File: src/mfd_pkg.sv
`timescale 1ns / 1ps

package mfd_pkg;

    // Width of the little-endian size field on the wire (4 to 8 bytes).
    localparam int SIZE_FIELD_BYTES = 4;

    // Header layout: magic (2), checksum, version, op, mask (4), size field
    localparam int POS_MAGIC_LO = 0;
    localparam int POS_MAGIC_HI = 1;
    localparam int POS_CSUM     = 2;
    localparam int POS_VERSION  = 3;
    localparam int POS_OP       = 4;
    localparam int POS_MASK0    = 5;
    localparam int POS_SIZE0    = 9;
    localparam int HEADER_BYTES = POS_SIZE0 + SIZE_FIELD_BYTES;
    localparam int POS_LAST     = HEADER_BYTES - 1;
    localparam int HDR_POS_W    = $clog2(HEADER_BYTES);

    localparam int CFG_IDX_W  = 2;
    localparam int CFG_DATA_W = 32;

    typedef logic [HDR_POS_W-1:0] hdr_pos_t;

    typedef enum logic [2:0] {
        ST_HDR_BYTE    = 3'd0,
        ST_HDR_OK      = 3'd1,
        ST_PAYLOAD     = 3'd2,
        ST_BAD_MAGIC   = 3'd3,
        ST_BAD_VERSION = 3'd4,
        ST_SIZE_LARGE  = 3'd5
    } status_t;

    typedef enum logic [CFG_IDX_W-1:0] {
        REG_MAGIC    = 2'd0,
        REG_MAX_VER  = 2'd1,
        REG_MAX_SIZE = 2'd2
    } cfg_idx_t;

    typedef struct packed {
        logic [15:0] magic;
        logic [7:0]  max_version;
        logic [31:0] max_size;
    } cfg_t;

    typedef struct packed {
        hdr_pos_t    hdr_pos;
        logic        in_payload;
        logic [7:0]  magic_lo;
        logic [7:0]  exp_csum;
        logic [7:0]  version;
        logic [7:0]  op;
        logic [31:0] mask;
        logic [31:0] size;
        logic [31:0] remaining;
        logic [7:0]  run_csum;
        logic [1:0]  mask_phase;
        logic        size_ovf;
    } parse_state_t;

    typedef struct packed {
        status_t     status;
        logic [7:0]  data_byte;
        logic [7:0]  frame_op;
        logic [7:0]  frame_version;
        logic [31:0] payload_size;
        logic        frame_end;
        logic        checksum_ok;
    } result_t;

endpackage

File: src/mfd_if.sv
`timescale 1ns / 1ps

interface mfd_in_if;
    logic       valid;
    logic       ready;
    logic [7:0] in_byte;

    modport source (output valid, output in_byte, input ready);
    modport sink   (input valid, input in_byte, output ready);
endinterface

interface mfd_out_if;
    logic        valid;
    logic        ready;
    logic [2:0]  status;
    logic [7:0]  data_byte;
    logic [7:0]  frame_op;
    logic [7:0]  frame_version;
    logic [31:0] payload_size;
    logic        frame_end;
    logic        checksum_ok;

    modport source (output valid, output status, output data_byte, output frame_op,
                    output frame_version, output payload_size, output frame_end,
                    output checksum_ok, input ready);
    modport sink   (input valid, input status, input data_byte, input frame_op,
                    input frame_version, input payload_size, input frame_end,
                    input checksum_ok, output ready);
endinterface

interface mfd_cfg_if;
    logic        valid;
    logic        ready;
    logic [1:0]  index;
    logic [31:0] data;

    modport source (output valid, output index, output data, input ready);
    modport sink   (input valid, input index, input data, output ready);
endinterface

File: src/mfd_cfg.sv
`timescale 1ns / 1ps

module mfd_cfg (
    input  logic          clk,
    input  logic          rst_n,
    mfd_cfg_if.sink       cfg_ch,
    output mfd_pkg::cfg_t cfg
);
    import mfd_pkg::*;

    cfg_t cfg_reg;
    cfg_t cfg_next;

    assign cfg_ch.ready = 1'b1;
    assign cfg          = cfg_reg;

    always_comb
    begin
        cfg_next = cfg_reg;
        if (cfg_ch.valid)
        begin
            unique case (cfg_ch.index)
                REG_MAGIC:    cfg_next.magic       = cfg_ch.data[15:0];
                REG_MAX_VER:  cfg_next.max_version = cfg_ch.data[7:0];
                REG_MAX_SIZE: cfg_next.max_size    = cfg_ch.data;
                default:      cfg_next             = cfg_reg;  // unmapped index
            endcase
        end
    end

    always_ff @(posedge clk or negedge rst_n)
    begin
        if (!rst_n)
        begin
            cfg_reg.magic       <= 16'h0000;
            cfg_reg.max_version <= 8'd1;
            cfg_reg.max_size    <= 32'hFFFF_FFFF;
        end
        else
        begin
            cfg_reg <= cfg_next;
        end
    end

endmodule

File: src/mfd_step.sv
`timescale 1ns / 1ps

module mfd_step (
    input  mfd_pkg::parse_state_t cur,
    input  mfd_pkg::cfg_t         cfg,
    input  logic [7:0]            in_byte,
    output mfd_pkg::parse_state_t nxt,
    output mfd_pkg::result_t      res
);
    import mfd_pkg::*;

    logic [7:0] mask_b;
    logic [7:0] data;
    hdr_pos_t   p;

    always_comb
    begin
        nxt             = cur;
        p               = cur.hdr_pos;
        mask_b          = cur.mask[8*cur.mask_phase +: 8];
        data            = in_byte ^ mask_b;
        res.status      = ST_HDR_BYTE;
        res.data_byte   = 8'h00;
        res.frame_end   = 1'b0;
        res.checksum_ok = 1'b0;

        if (cur.in_payload)
        begin
            res.status     = ST_PAYLOAD;
            res.data_byte  = data;
            nxt.run_csum   = cur.run_csum ^ data;
            nxt.mask_phase = cur.mask_phase + 2'd1;
            nxt.remaining  = cur.remaining - 32'd1;
            if (cur.remaining == 32'd1)
            begin
                res.frame_end   = 1'b1;
                res.checksum_ok = ((cur.run_csum ^ data) == cur.exp_csum);
                nxt.in_payload  = 1'b0;
                nxt.hdr_pos     = '0;
            end
        end
        else
        begin
            nxt.hdr_pos = p + hdr_pos_t'(1);

            if (p == hdr_pos_t'(POS_MAGIC_LO))
            begin
                // new frame: clear the fields of the previous header
                nxt.magic_lo = in_byte;
                nxt.exp_csum = 8'h00;
                nxt.version  = 8'h00;
                nxt.op       = 8'h00;
                nxt.mask     = 32'h0;
                nxt.size     = 32'h0;
                nxt.size_ovf = 1'b0;
            end
            else if (p == hdr_pos_t'(POS_MAGIC_HI))
            begin
                if ({in_byte, cur.magic_lo} != cfg.magic)
                begin
                    res.status  = ST_BAD_MAGIC;
                    nxt.hdr_pos = '0;
                end
            end
            else if (p == hdr_pos_t'(POS_CSUM))
            begin
                nxt.exp_csum = in_byte;
            end
            else if (p == hdr_pos_t'(POS_VERSION))
            begin
                nxt.version = in_byte;
                if (in_byte > cfg.max_version)
                begin
                    res.status  = ST_BAD_VERSION;
                    nxt.hdr_pos = '0;
                end
            end
            else if (p == hdr_pos_t'(POS_OP))
            begin
                nxt.op = in_byte;
            end

            for (int k = 0; k < 4; k++)
            begin
                if (p == hdr_pos_t'(POS_MASK0 + k))
                    nxt.mask[8*k +: 8] = in_byte;
                if (p == hdr_pos_t'(POS_SIZE0 + k))
                    nxt.size[8*k +: 8] = in_byte;
            end

            // size bytes past the fourth must be zero
            if ((p >= hdr_pos_t'(POS_SIZE0 + 4)) && (in_byte != 8'h00))
                nxt.size_ovf = 1'b1;

            if (p == hdr_pos_t'(POS_LAST))
            begin
                nxt.hdr_pos = '0;
                if (nxt.size_ovf || (nxt.size > cfg.max_size))
                begin
                    res.status = ST_SIZE_LARGE;
                end
                else
                begin
                    res.status     = ST_HDR_OK;
                    nxt.run_csum   = 8'h00;
                    nxt.mask_phase = 2'd0;
                    nxt.remaining  = nxt.size;
                    if (nxt.size == 32'h0)
                    begin
                        res.frame_end   = 1'b1;
                        res.checksum_ok = (cur.exp_csum == 8'h00);
                    end
                    else
                    begin
                        nxt.in_payload = 1'b1;
                    end
                end
            end
        end

        res.frame_op      = nxt.op;
        res.frame_version = nxt.version;
        res.payload_size  = nxt.size;
    end

endmodule

File: src/mfd_out_reg.sv
`timescale 1ns / 1ps

module mfd_out_reg (
    input  logic             clk,
    input  logic             rst_n,
    input  logic             load,
    input  mfd_pkg::result_t res,
    output logic             can_load,
    mfd_out_if.source        out_ch
);
    import mfd_pkg::*;

    logic    valid_reg;
    logic    valid_next;
    result_t res_reg;

    // a new word may enter when the slot is empty or is drained this cycle
    assign can_load   = !valid_reg || out_ch.ready;
    assign valid_next = load ? 1'b1 : (valid_reg && !out_ch.ready);

    always_ff @(posedge clk or negedge rst_n)
    begin
        if (!rst_n)
            valid_reg <= 1'b0;
        else
            valid_reg <= valid_next;
    end

    always_ff @(posedge clk)
    begin
        if (load)
            res_reg <= res;
    end

    assign out_ch.valid         = valid_reg;
    assign out_ch.status        = res_reg.status;
    assign out_ch.data_byte     = res_reg.data_byte;
    assign out_ch.frame_op      = res_reg.frame_op;
    assign out_ch.frame_version = res_reg.frame_version;
    assign out_ch.payload_size  = res_reg.payload_size;
    assign out_ch.frame_end     = res_reg.frame_end;
    assign out_ch.checksum_ok   = res_reg.checksum_ok;

endmodule

File: src/masked_frame_deframer.sv
// Masked frame deframer.
// in_ch  : one raw stream byte per word (valid/ready, taken when both high).
// out_ch : one result word per input word: status, unmasked data byte, the
//          op/version/size fields of the current header, frame_end and
//          checksum_ok.
// cfg_ch : register writes, index 0 magic, 1 max version, 2 max payload size.
//          Always ready; write only while the block is idle.
// Latency: the result for a byte is on out_ch the cycle after it is taken.
// Throughput: one byte per cycle unless out_ch stalls. The parser state and
// the result register are updated in the same cycle from one short pass of
// compare/XOR/decrement logic, so bytes can follow back to back.
// Stall: out_ch holds one result word; while it is stalled in_ch.ready drops,
// and rises again in the cycle the receiver takes the word.
// Reset: parser returns to header byte 0, output empty, registers go to
// magic 0, max version 1, max size all ones.
// A rejected header (bad magic, version or size) restarts the parse on the
// very next byte.
`timescale 1ns / 1ps

module masked_frame_deframer (
    input  logic      clk,
    input  logic      rst_n,
    mfd_in_if.sink    in_ch,
    mfd_out_if.source out_ch,
    mfd_cfg_if.sink   cfg_ch
);
    import mfd_pkg::*;

    cfg_t         cfg;
    parse_state_t state_reg;
    parse_state_t state_next;
    result_t      res;
    logic         can_load;
    logic         take;

    mfd_cfg u_cfg (
        .clk    (clk),
        .rst_n  (rst_n),
        .cfg_ch (cfg_ch),
        .cfg    (cfg)
    );

    mfd_step u_step (
        .cur     (state_reg),
        .cfg     (cfg),
        .in_byte (in_ch.in_byte),
        .nxt     (state_next),
        .res     (res)
    );

    assign in_ch.ready = can_load;
    assign take        = in_ch.valid && can_load;

    // parser state advances only on an accepted byte
    always_ff @(posedge clk or negedge rst_n)
    begin
        if (!rst_n)
            state_reg <= '0;
        else if (take)
            state_reg <= state_next;
    end

    mfd_out_reg u_out (
        .clk      (clk),
        .rst_n    (rst_n),
        .load     (take),
        .res      (res),
        .can_load (can_load),
        .out_ch   (out_ch)
    );

endmodule

File: src/flat_wrapper.sv
// flat-port wrapper written by rule: the top's interface ports become plain ports
module masked_frame_deframer_flat import mfd_pkg::*;
  (clk, rst_n, in_ch_valid, in_ch_in_byte, in_ch_ready, out_ch_valid, out_ch_status, out_ch_data_byte, out_ch_frame_op, out_ch_frame_version, out_ch_payload_size, out_ch_frame_end, out_ch_checksum_ok, out_ch_ready, cfg_ch_valid, cfg_ch_index, cfg_ch_data, cfg_ch_ready);
  mfd_in_if in_ch_i ();
  mfd_out_if out_ch_i ();
  mfd_cfg_if cfg_ch_i ();
  input  logic clk;
  input  logic rst_n;
  input wire logic [$bits(in_ch_i.valid)-1:0] in_ch_valid;
  input wire logic [$bits(in_ch_i.in_byte)-1:0] in_ch_in_byte;
  output wire logic [$bits(in_ch_i.ready)-1:0] in_ch_ready;
  output wire logic [$bits(out_ch_i.valid)-1:0] out_ch_valid;
  output wire logic [$bits(out_ch_i.status)-1:0] out_ch_status;
  output wire logic [$bits(out_ch_i.data_byte)-1:0] out_ch_data_byte;
  output wire logic [$bits(out_ch_i.frame_op)-1:0] out_ch_frame_op;
  output wire logic [$bits(out_ch_i.frame_version)-1:0] out_ch_frame_version;
  output wire logic [$bits(out_ch_i.payload_size)-1:0] out_ch_payload_size;
  output wire logic [$bits(out_ch_i.frame_end)-1:0] out_ch_frame_end;
  output wire logic [$bits(out_ch_i.checksum_ok)-1:0] out_ch_checksum_ok;
  input wire logic [$bits(out_ch_i.ready)-1:0] out_ch_ready;
  input wire logic [$bits(cfg_ch_i.valid)-1:0] cfg_ch_valid;
  input wire logic [$bits(cfg_ch_i.index)-1:0] cfg_ch_index;
  input wire logic [$bits(cfg_ch_i.data)-1:0] cfg_ch_data;
  output wire logic [$bits(cfg_ch_i.ready)-1:0] cfg_ch_ready;
  assign in_ch_i.valid = in_ch_valid;
  assign in_ch_i.in_byte = in_ch_in_byte;
  assign in_ch_ready = in_ch_i.ready;
  assign out_ch_valid = out_ch_i.valid;
  assign out_ch_status = out_ch_i.status;
  assign out_ch_data_byte = out_ch_i.data_byte;
  assign out_ch_frame_op = out_ch_i.frame_op;
  assign out_ch_frame_version = out_ch_i.frame_version;
  assign out_ch_payload_size = out_ch_i.payload_size;
  assign out_ch_frame_end = out_ch_i.frame_end;
  assign out_ch_checksum_ok = out_ch_i.checksum_ok;
  assign out_ch_i.ready = out_ch_ready;
  assign cfg_ch_i.valid = cfg_ch_valid;
  assign cfg_ch_i.index = cfg_ch_index;
  assign cfg_ch_i.data = cfg_ch_data;
  assign cfg_ch_ready = cfg_ch_i.ready;
  masked_frame_deframer u_core (.clk(clk), .rst_n(rst_n), .in_ch(in_ch_i), .out_ch(out_ch_i), .cfg_ch(cfg_ch_i));
endmodule
File: config.mk
export PLATFORM = sky130hd
export DESIGN_NAME = masked_frame_deframer_flat
export DESIGN_NICKNAME = d
export VERILOG_FILES = /design/src/mfd_pkg.sv /design/src/mfd_if.sv /design/src/mfd_cfg.sv /design/src/mfd_step.sv /design/src/mfd_out_reg.sv /design/src/masked_frame_deframer.sv /design/src/flat_wrapper.sv
export SDC_FILE = /design/constraint.sdc
export NUM_CORES = 1
export LEC_CHECK = 0
export BUFFER_PORTS_ARGS = -buffer_cell sky130_fd_sc_hd__buf_4
export CORE_MARGIN = 2
export CORE_UTILIZATION = 55
export DETAILED_ROUTE_END_ITERATION = 8
export PLACE_DENSITY = 0.74
export SYNTH_ARGS = -nofsm -noshare
export SYNTH_HDL_FRONTEND = slang
export SYNTH_SLANG_ARGS = --single-unit
File: constraint.sdc
create_clock -name clk -period 5.19 [get_ports clk]
set_input_delay 1.038 -clock clk [delete_from_list [all_inputs] [get_ports clk]]
set_output_delay 1.038 -clock clk [all_outputs]
set_load 0.005 [all_outputs]
==> metrics.md <==
| Metric | Value |
|---|---|
| Area Overhead vs Synth | `16.2%` |
| Placer Congestion | `0.923` |
| Max clock buf depth | `3` |
| FFs w/ async S/R, synth | `76.7%` |
| Worst reg2reg setup slack | `0.37 ns` |
| Via count | `10500` |
| Die H | `161 microns` |
| Top-count cell post-synth | `nand2_1` |
| RSZ-0062 raised after global routing | `no` |
| Layout cells sized above 1 | `24.5%` |
| Post-synth EDFFs | `61` |
| CP Data Required Time | `5.62 ns` |
| Relative slew slack | `14.9%` |
| Largest net degree at the start of global routing | `129` |
| Reg clk slew, reported paths | `roughly 0.060 ns` |
| Diode count | `0` |
| Final Critical Period | `4.82 ns` |
| GRT Residual Overflow | `0` |
| Crit start category | `flop` |
| Routed WL | `roughly 35000 microns` |
| Ports | `111` |
| Synth cell count leaders | `nand2_1 (191), dfrtp_1 (168), mux2_2 (97)` |
| Postcts setup bufs | `0` |
| Part of the cycle the worst path needs | `92.8%` |
| Synthesized area per cell | `around 10 sq um` |
| Post-DP HPWL | `24600 microns` |
| Cell Area, Placed | `14800 sq um` |
| Initial antenna violation count | `0` |
| Placed Instances | `about 1700` |
| Via density | `6.04` |
| Lkg Pwr | `7.17 nW` |
| Max reg flops | `144` |
| Fmax | `a little over 200 MHz` |
| Syn Inst Count | `1298` |
| Syn Std Cell Area | `13600 sq um` |
| Cell count of the worst reg-to-reg path | `13` |
| Fill count | `1911` |
| HP Class | `flop to flop` |
| Number of global-route vias before repair | `between 10000 and 15000` |
| Num CTS Buffers | `28` |
| Routed len/inst | `20.3 microns` |
| Row Count | `between 50 and 60` |
| Ys Warns | `0` |
| Post-synthesis sequential area ratio | `50.8%` |
| Leading area contributor after synthesis | `dfrtp_1` |
| Final-stage net count | `between 1000 and 1500` |
| Cell Pwr Density | `roughly 550 nW/um^2` |
| Worst setup path class | `flop to flop` |
| Die area | `26000 sq um` |
| Cts hold-fix bufs | `0` |
| Ranking of synthesized cells by area | `dfrtp_1 (31%), edfxtp_1 (13%), mux2_2 (8.0%), dfstp_2 (6.4%), nand2_1 (5.3%)` |
| Initial Util | `55.9%` |
| Outcome | `finished clean` |
| CP startpoint | `u_core.state_reg[140]` |
| Initial drt markers | `972` |
| MaxCap Viol Count | `0` |
| Post-route cell area | `around 16000 sq um` |
| Worst reg2reg endpoint | `u_core.state_reg[30]` |
| CTS tree | `built` |
| Top FF cell, synth | `dfrtp_1` |
| CTS resizes | `0` |
| Antenna viol nets, final | `0` |
| Die W | `161 microns` |
| Fin. Hold Viols | `0` |
| Clk root buf | `clkbuf_16` |
| Distinct cells, synth | `74` |
| Clk_lat worst skew | `0.55 ns` |
| RR Startpoint | `u_core.state_reg[140]` |
| Hold WS | `0.475 ns` |
| Setup violations, final | `0` |
| Number of H-tree levels | `1` |
| Number of synthesized register bits | `262` |
| First-pass GRT wire length | `56300 microns` |
| Min-Delay Path Depth | `2` |
| Maximum VDD drop | `about 0.33 mV` |
| Critical path arrival | `5.24 ns` |
| Area share of the largest cell type after synthesis | `30.9%` |
| Sink Count | `about 260` |
| Total Routing Usage GR | `a little over a quarter` |
| Worst-path fanout max | `19` |
| Crit end category | `flop` |
| # DRC | `0` |
| CP endpoint | `u_core.state_reg[30]` |
| Core area | `24300 sq um` |
| Synthesized Nets | `1392` |
| Slew @ Worst Pin | `1.27 ns` |
| First-pass DRT Iterations | `8` |
| Setup Skew | `0.0156 ns` |
| Cell Count, Final, Fillers Out | `1747` |
| Slew Viols, Final | `0` |
| Port Buffers | `109` |
| TNS Setup | `0 ns` |
## how the worst min path moves through the flow
stage | startpoint | to
after floorplan | u_core.state_reg[122] | u_core.state_reg[122]
after global placement | u_core.state_reg[118] | u_core.state_reg[118]
after detailed placement | u_core.state_reg[116] | u_core.state_reg[116]
after CTS | u_core.state_reg[116] | u_core.state_reg[116]
after global routing | u_core.state_reg[116] | u_core.state_reg[116]
final | u_core.state_reg[116] | u_core.state_reg[116]
## where the power goes
part | total, mW | switching (mW) | internal [mW]
clock | 2.09 | 0.847 | 1.24
combinational | 3.22 | 1.84 | 1.38
sequential | 3.33 | 0.505 | 2.83
total | 8.64 | 3.20 | 5.44
## final cells by class
type / count / area [sq um] / area share [%]
Inverter: 70 / 264 / 1.67
Clock buffer: 31 / 712 / 4.51
Tap cell: 324 / 405 / 2.57
Timing Repair Buffer: 145 / 1120 / 7.09
Multi-Input combinational cell: 894 / 6140 / 38.9
Clock inverter: 21 / 253 / 1.60
Sequential cell: 262 / 6900 / 43.7
## per-stage QoR
step           worst slack [ns]  power [mW]  util, %
2_1_floorplan              1.08        5.41        -
3_3_place_gp              0.531        6.40     61.0
3_5_place_dp              0.419        6.50     61.0
4_1_cts                   0.494        8.62     64.9
5_1_grt                  0.0357        9.14     64.9
6_report                  0.372        8.64     64.9
## layout by cell type (no fill, tap or decap), drive strengths merged, types with 6 or more instances in the layout
cell	count
o211a	6
xor2	12
a22o	20
mux4	8
a211oi	8
clkbuf	32
nor2	72
ha	47
and2	15
edfxtp	61
nand2	191
o21ai	68
xnor2	29
dfstp	33
nand3	12
or3	6
and3	8
clkinv	14
nand3b	9
nand4	16
a221o	12
nand2b	10
a211o	6
a22oi	6
a221oi	9
and3b	16
nor3	24
mux2	97
buf	144
a31oi	6
a21oi	73
nor4	17
nor2b	13
inv	69
dfrtp	168
o22ai	19
## critical path: stages, from the launching register on
cell	delay, ns
dfrtp_1	0.43
inv_1	0.14
ha_1	0.51
o21bai_4	0.26
a221oi_1	0.65
inv_1	0.24
ha_1	0.36
nand4_1	0.10
nor4_1	0.54
nand2b_1	0.20
a31oi_1	0.11
o31ai_1	0.33
nand2_1	0.38
a221o_1	0.43
## cells by family (layout without fill, tap and decap cells)
logic type      Yosys count  count (layout)  share of synthesized area (%)
buf+inv                 142             267                           4.16
mux                     110             110                           9.73
other cells               1               1                         0.0276
simple gates            425             425                           15.0
fa+ha+maj                47              47                           4.33
flops                   262             262                           50.8
compound gates          270             270                           13.3
xor+xnor                 41              41                           2.64
## layer usage
metal	global-route usage [%]	up-vias	routed length, microns
li1	-	4860	-
met3	3.83	81	2720
met4	9.09	0	1080
met5	0	-	0
met2	43.6	450	16400
met1	39.4	5155	15200
Note: power is estimated with default switching activity, not from simulation.
